--- src/rtl/stra_pkg.sv ---
package stra_pkg;

   localparam int CFG_W = 11;
   localparam int VAL_W = 32;
   localparam int OP_W  = 2;

   localparam logic [OP_W-1:0] OP_LOAD  = 2'd0;
   localparam logic [OP_W-1:0] OP_BUILD = 2'd1;
   localparam logic [OP_W-1:0] OP_QUERY = 2'd2;

   typedef enum logic [3:0] {
      ST_IDLE,
      ST_B_L0,
      ST_B_LVL,
      ST_B_RA,
      ST_B_RB,
      ST_B_VA,
      ST_B_VB,
      ST_B_WR,
      ST_Q_SCAN,
      ST_Q_TAB,
      ST_Q_VAL
   } state_type;

   typedef struct packed {
      logic ld_wr;
      logic q_start;
      logic q_shift;
      logic q_tab_rd;
      logic q_val_rd;
      logic q_update;
      logic rsp_load;
      logic b_start;
      logic b_l0_wr;
      logic b_lvl_init;
      logic b_next_lvl;
      logic b_next_sel;
      logic b_rd_a;
      logic b_rd_b;
      logic b_rd_va;
      logic b_rd_vb;
      logic b_wr;
   } cmd_type;

   typedef struct packed {
      logic len_zero;
      logic q_bit;
      logic n_zero;
      logic pos_eq_n;
      logic lvl_ok;
      logic pos_eq_last;
      logic sel;
      logic rsp_free;
   } status_type;

endpackage

--- src/rtl/stra_ctrl.sv ---
module stra_ctrl (
   input  logic                        clock,
   input  logic                        reset,
   input  logic                        req_valid,
   input  logic [stra_pkg::OP_W-1:0]   req_op,
   output logic                        req_ready,
   input  stra_pkg::status_type        status,
   output stra_pkg::cmd_type           cmd
);
   import stra_pkg::*;

   state_type state_ff, state_in;
   logic      accept;

   assign req_ready = (state_ff == ST_IDLE);
   assign accept    = req_valid && req_ready;

   always_ff @(posedge clock) begin
      if (reset) begin
         state_ff <= ST_IDLE;
      end else begin
         state_ff <= state_in;
      end
   end

   always_comb begin
      state_in = state_ff;
      case (state_ff)
         ST_IDLE: begin
            if (accept) begin
               case (req_op)
                  OP_BUILD: state_in = ST_B_L0;
                  OP_QUERY: state_in = ST_Q_SCAN;
                  default:  state_in = ST_IDLE;
               endcase
            end
         end
         ST_B_L0: begin
            if (status.n_zero) begin
               state_in = ST_IDLE;
            end else if (status.pos_eq_n) begin
               state_in = ST_B_LVL;
            end
         end
         ST_B_LVL: begin
            if (status.lvl_ok) begin
               state_in = ST_B_RA;
            end else if (!status.sel) begin
               state_in = ST_B_L0;
            end else begin
               state_in = ST_IDLE;
            end
         end
         ST_B_RA: state_in = ST_B_RB;
         ST_B_RB: state_in = ST_B_VA;
         ST_B_VA: state_in = ST_B_VB;
         ST_B_VB: state_in = ST_B_WR;
         ST_B_WR: state_in = status.pos_eq_last ? ST_B_LVL : ST_B_RA;
         ST_Q_SCAN: begin
            if (status.len_zero) begin
               if (status.rsp_free) begin
                  state_in = ST_IDLE;
               end
            end else if (status.q_bit) begin
               state_in = ST_Q_TAB;
            end
         end
         ST_Q_TAB: state_in = ST_Q_VAL;
         ST_Q_VAL: state_in = ST_Q_SCAN;
         default:  state_in = ST_IDLE;
      endcase
   end

   always_comb begin
      cmd = '0;
      case (state_ff)
         ST_IDLE: begin
            if (accept) begin
               case (req_op)
                  OP_LOAD:  cmd.ld_wr   = 1'b1;
                  OP_BUILD: cmd.b_start = 1'b1;
                  OP_QUERY: cmd.q_start = 1'b1;
                  default:  cmd = '0;
               endcase
            end
         end
         ST_B_L0: begin
            if (!status.n_zero) begin
               cmd.b_l0_wr    = 1'b1;
               cmd.b_lvl_init = status.pos_eq_n;
            end
         end
         ST_B_LVL: begin
            cmd.b_next_sel = !status.lvl_ok && !status.sel;
         end
         ST_B_RA: cmd.b_rd_a  = 1'b1;
         ST_B_RB: cmd.b_rd_b  = 1'b1;
         ST_B_VA: cmd.b_rd_va = 1'b1;
         ST_B_VB: cmd.b_rd_vb = 1'b1;
         ST_B_WR: begin
            cmd.b_wr       = 1'b1;
            cmd.b_next_lvl = status.pos_eq_last;
         end
         ST_Q_SCAN: begin
            if (status.len_zero) begin
               cmd.rsp_load = status.rsp_free;
            end else if (status.q_bit) begin
               cmd.q_tab_rd = 1'b1;
            end else begin
               cmd.q_shift = 1'b1;
            end
         end
         ST_Q_TAB: cmd.q_val_rd = 1'b1;
         ST_Q_VAL: cmd.q_update = 1'b1;
         default:  cmd = '0;
      endcase
   end

endmodule

--- config.mk ---
export PLATFORM = sky130hd
export DESIGN_NAME = stra_ctrl
export DESIGN_NICKNAME = d
export VERILOG_FILES = /design/src/rtl/stra_pkg.sv /design/src/rtl/stra_ctrl.sv
export SDC_FILE = /design/constraint.sdc
export NUM_CORES = 1
export LEC_CHECK = 0
export BUFFER_PORTS_ARGS = -buffer_cell sky130_fd_sc_hd__buf_2
export CAP_MARGIN = 20
export CORE_AREA = 8 8 49 51
export CTS_CLUSTER_DIAMETER = 30
export DETAILED_ROUTE_END_ITERATION = 16
export DIE_AREA = 0 0 57 59
export PLACE_DENSITY = 0.66
export RECOVER_POWER = 50
export SETUP_SLACK_MARGIN = 0.5
export SKIP_LAST_GASP = 1
export SLEW_MARGIN = 20
export SYNTH_ARGS = -nofsm -noshare
export SYNTH_HDL_FRONTEND = slang
export SYNTH_SLANG_ARGS = --single-unit
--- constraint.sdc ---
create_clock -name clock -period 3.4 [get_ports clock]
set_input_delay 1.02 -clock clock [delete_from_list [all_inputs] [get_ports clock]]
set_output_delay 1.02 -clock clock [all_outputs]
set_load 0.005 [all_outputs]
# After elaboration in Yosys (flattened, before gate mapping)
# Index checks and enable logic that the tools add are counted.
[classes] n_eq_ne=16 muxes=34 reduce_logical=7
[op_table] op="$pmux W4 S11" n=1
[op_table] op="$mux W4" n=6
[op_table] op="$pmux W1 S2" n=10
[op_table] op="$mux W17" n=1
[op_table] op="$eq A4 B3 Y1 const B" n=4
[op_table] op="$eq A4 B4 Y1 const B" n=3
[op_table] op="$mux W1" n=9
[op_table] op="$ne A3 B3 Y1 const B" n=3
[op_table] op="$eq A4 B2 Y1 const B" n=2
[op_table] op="$mux W2" n=4
[op_table] op="$pmux W2 S2" n=2
[op_table] op="$pmux W4 S2" n=1
[op_table] op="$eq A4 B1 Y1 const B" n=1
[op_table] op="$logic_not A4 Y1" n=1
[op_table] op="$reduce_and A4 Y1" n=1
[op_table] op="$eq A2 B1 Y1 const B" n=1
[op_table] op="$eq A2 B2 Y1 const B" n=1
[op_table] op="$logic_and A1 B1 Y1" n=2
[op_table] op="$logic_not A1 Y1" n=2
[op_table] op="$logic_not A2 Y1" n=1
[op_table] op="$ne A2 B1 Y1 const B" n=1
[word_totals] ff_bits=4 input_bits=13 out_inout_bits=18 elab_cells=58

# Logic depth before layout (Yosys ltp)
[logic_depth] ltp_word=4 mapped_depth=5 depth_no_buf=4

# Least setup slack after synthesis
# OpenSTA, ideal clock, no wires.
[synth_path] path_kind="input to output" startpoint="in status[3] (netlist bit)" endpoint="out cmd[5] (netlist bit)" t_arrival_ns=1.591 t_required_ns=2.380 setup_slack_ns=0.789 path_stages=2 n_path_buf=0 cell_sequence="or4_1 > nor2_1"
[synth_rtl] element="from (decl)" line="stra_ctrl.sv:7" rtl="input stra_pkg::status_type status,"
[synth_rtl] element="to (decl)" line="stra_ctrl.sv:8" rtl="output stra_pkg::cmd_type cmd"

==> results <==
- For this run, design rule violations remaining after detail routing come to 0.
- The number of antenna violations at the first check in global routing is 0.
- The initial core utilization is 28.3%.
- The full die area is 0.00336 mm^2.
- The number of gates resized after CTS was 0.
- The finished cells cover 626 um^2.
- 31 I/O pins were placed.
- For the worst setup path, the data required time is 2.38 ns.
- Setup repair after global routing left no endpoint under its margin.
- The via count is 590.
- The multi-input combinational cells in the finished layout cover a total of 349 um^2.
- Across the VDD grid, the largest voltage drop is 131 uV.
- The number of nets produced by synthesis is 82.
- The register with the most flip-flops in the layout has 4 of them.
- sky130_fd_sc_hd__nor2_1 is the most common cell in the netlist.
- The number of filler cells placed in the layout is 196.
- In this run the critical register-to-register path is captured at state_ff[1].
- The count of TritonRoute iterations in the first routing pass is 4.
- Once layout is complete, the utilization of the core stands at 37.9%.
- The number of buffers between clock root and the deepest sink is 2.
- For this block, wires on met1 add up to 655 um.
- Data arrives at the worst endpoint at 1.79 ns.
- Once detail routing completed, the nets flagged for antenna violations numbered 0.
- In this run the worst hold path is classified as register to register.
- Static timing analysis puts the maximum clock frequency at 356 MHz.
- The number of nets at the end of the flow is 113.
- The origin of the critical flop-to-flop path is state_ff[1].
- Dividing the detail-routed wire length by the instance count gives 12.5 um.
- The largest fanout on the critical path is 2.
- The insertion delay of the later-clocked pin in the worst-skew pair is 0.23 ns.
- The run finished with clean final reports.
- In the global route stage, overall resource usage came out at 8.59%.
- The total half-perimeter wirelength after legalization and detailed placement is 1.15 mm.
- The count of synthesis-stage warnings from yosys is 0.
- The setup check on the worst reg-to-reg path leaves a slack of 1.70 ns.
- The area of all sequential standard cells is 81.3 um^2.
- The critical setup path kind is primary input to primary output.
- The register name with the most flops is state_ff.
- The number of hold violations in the final report was 0.
- The floorplan step set the die height to 59 um.
- The synthesized flop and latch total is 4.
- In the routed layout, each cell is associated on average with a via count of 5.13.
- By area the synthesized netlist is led by sky130_fd_sc_hd__dfxtp_1 (17%), sky130_fd_sc_hd__nand2b_1 (8.0%), sky130_fd_sc_hd__nor3_1 (7.5%).
- The count of H-tree levels built during CTS is 1.
- Summed over all failing endpoints, the final setup total negative slack is 0 ns.
- The overall die width is 57 um.
- Clock-pin slew was measured on the worst setup and hold paths at 0.03 ns.
- The last element of the critical path is cmd[5].
- The synthesized design devotes to its leading area cell type 17.1% of total area.
- Of the synthesized area, sequential elements account for 17.1%.
- Total power for the finished layout comes to 162 uW.
- The worst setup path startpoint is status[3].
- The gate count of the mapped netlist is 69.
- Power spread over the standard cell area amounts to 260 mW/mm^2.
- The number of hold buffers added after CTS was 0.
- The congestion estimate from routability-driven global placement came to 0.795.
- The floorplan has 15 rows.
- The uppermost layer routed is met4.
- The antenna diode count is 0.
- The synthesized netlist contains 26 unique library cells.
- After layout, the worst path uses 82.5% of the clock period.
- In this run the cell area of the synthesized design comes to 468 um^2.
- The total setup buffers inserted after CTS is 0.
- Headroom to the max-slew limit came out at 67.9%.
- The leftover overflow at the end of global routing is 0.
- The wire length of the first global-routing pass is 2.39 mm.
- Detailed routing placed a total of 151 um of wire on met3.
- The total length of routed wires is 1.44 mm.
- The final-report max-slew violation count is 0.
- Counting cells, the worst reg-to-reg path comes to 4.
- The area growth from synthesis to layout is 33.7%.
- The most frequently used flop master after synthesis is sky130_fd_sc_hd__dfxtp_1.
- The max-cap violation count is 0.
- The total met2 wirelength after detailed routing is 623 um.
- The shortest period the worst path allows is 2.81 ns.
- The worst setup path is launched from a primary input.
- For this design, the sink count on the clock tree is 4.
- The post-route clock skew is 0.00281 ns.
- A synthesized cell averages 6.78 um^2.
- Of all flip-flops after synthesis, the portion carrying an async set or reset was 0%.
- The via count of the first global-routing pass is 542.
- The slew at the pin closest to its max-slew limit is 0.477 ns.
- The number of enable-type register cells in the synthesized netlist is 0.
- The TritonCTS clock tree is yes.
- The share of final-layout standard cells stronger than drive strength 1 is 29.6%.
- For this design the static power due to leakage is 0.272 nW.
- The core area is 0.00165 mm^2.
- Entering global routing, the biggest net connects 16 pins.
- The clock root buffer master is sky130_fd_sc_hd__clkbuf_4.
- Setup violations remaining at the end of the flow were counted as 0.
- TritonCTS created 3 clock buffers.
- The library cell occupying the most area in the post-synthesis netlist is sky130_fd_sc_hd__dfxtp_1.
- During placement, the flow inserted port buffers numbering 30.
- The DRC marker count from the first detailed-route iteration is 6.
- In the synthesized netlist, the cells that appear most often are sky130_fd_sc_hd__nor2_1 (9), sky130_fd_sc_hd__nor3_1 (7), sky130_fd_sc_hd__nand2b_1 (6).
- The type of element capturing the critical path is a primary output.
- The total cell area at the placement stage is 624 um^2.
- The largest registers in the layout are state_ff (4).
layer usage:
layer	global-route usage, %	vias up
met2	11.8	22
li1	-	310
met5	0	-
met1	10.7	256
met3	4.51	2
met4	4.03	0
cell families (layout without fill, tap and decap cells):
group,Yosys count,count (layout),synth area share (%)
AND/OR/NAND/NOR,45,45,57.8
AO/OA/AOI/OAI,12,12,17.6
buffers and inverters,7,36,5.61
XOR/XNOR,1,1,1.87
flip-flops,4,4,17.1
how the worst min path moves through the flow:
stage                 from          end  slack [ns]  depth (start not counted)
2_1_floorplan  state_ff[3]  state_ff[0]        0.64                          3
3_3_place_gp   state_ff[3]  state_ff[2]        0.68                          1
3_5_place_dp   state_ff[3]  state_ff[2]        0.68                          1
4_1_cts        state_ff[3]  state_ff[2]        0.69                          1
5_1_grt        state_ff[3]  state_ff[2]        0.63                          1
6_report       state_ff[3]  state_ff[2]        0.58                          1
report_power, final:
part | switching [mW] | internal [mW]
Sequential | 0.00827 | 0.0500
Clock | 0.0167 | 0.0393
Combinational | 0.0237 | 0.0246
Total | 0.0486 | 0.114
placed cells by master (no fill, tap or decap), types with 2 or more instances in the layout:
| master | n |
|---|---|
| sky130_fd_sc_hd__a21oi_1 | 3 |
| sky130_fd_sc_hd__and2_1 | 3 |
| sky130_fd_sc_hd__buf_2 | 22 |
| sky130_fd_sc_hd__clkbuf_1 | 8 |
| sky130_fd_sc_hd__clkbuf_4 | 3 |
| sky130_fd_sc_hd__dfxtp_1 | 3 |
| sky130_fd_sc_hd__inv_1 | 3 |
| sky130_fd_sc_hd__nand2_1 | 4 |
| sky130_fd_sc_hd__nand2b_1 | 6 |
| sky130_fd_sc_hd__nor2_1 | 9 |
| sky130_fd_sc_hd__nor2b_1 | 2 |
| sky130_fd_sc_hd__nor3_1 | 7 |
| sky130_fd_sc_hd__nor3b_1 | 4 |
| sky130_fd_sc_hd__nor4_1 | 3 |
| sky130_fd_sc_hd__o21ai_0 | 4 |
| sky130_fd_sc_hd__or4b_1 | 2 |
metrics by stage:
stage | setup slack [ns] | instances | hold WS (ns)
3_3_place_gp | 0.612 | 112 | 0.682
5_1_grt | 0.500 | 115 | 0.627
6_report | 0.594 | 115 | 0.585
2_1_floorplan | 0.789 | 69 | 0.640
4_1_cts | 0.589 | 115 | 0.688
3_5_place_dp | 0.591 | 112 | 0.680
final cells by class:
class / instances / area share (%)
sequential: 4 / 13.0
multi-input combinational: 58 / 55.8
tap: 17 / 3.40
clock buffer: 3 / 3.60
timing repair buffer: 30 / 22.4
inverter: 3 / 1.80
worst max-delay path, stage by stage:
cell and delay [ns]:
sky130_fd_sc_hd__buf_2 0.10, sky130_fd_sc_hd__or4_1 0.46, sky130_fd_sc_hd__nor2_1 0.09, sky130_fd_sc_hd__buf_2 0.12
Power figures use the tool's default switching activity.
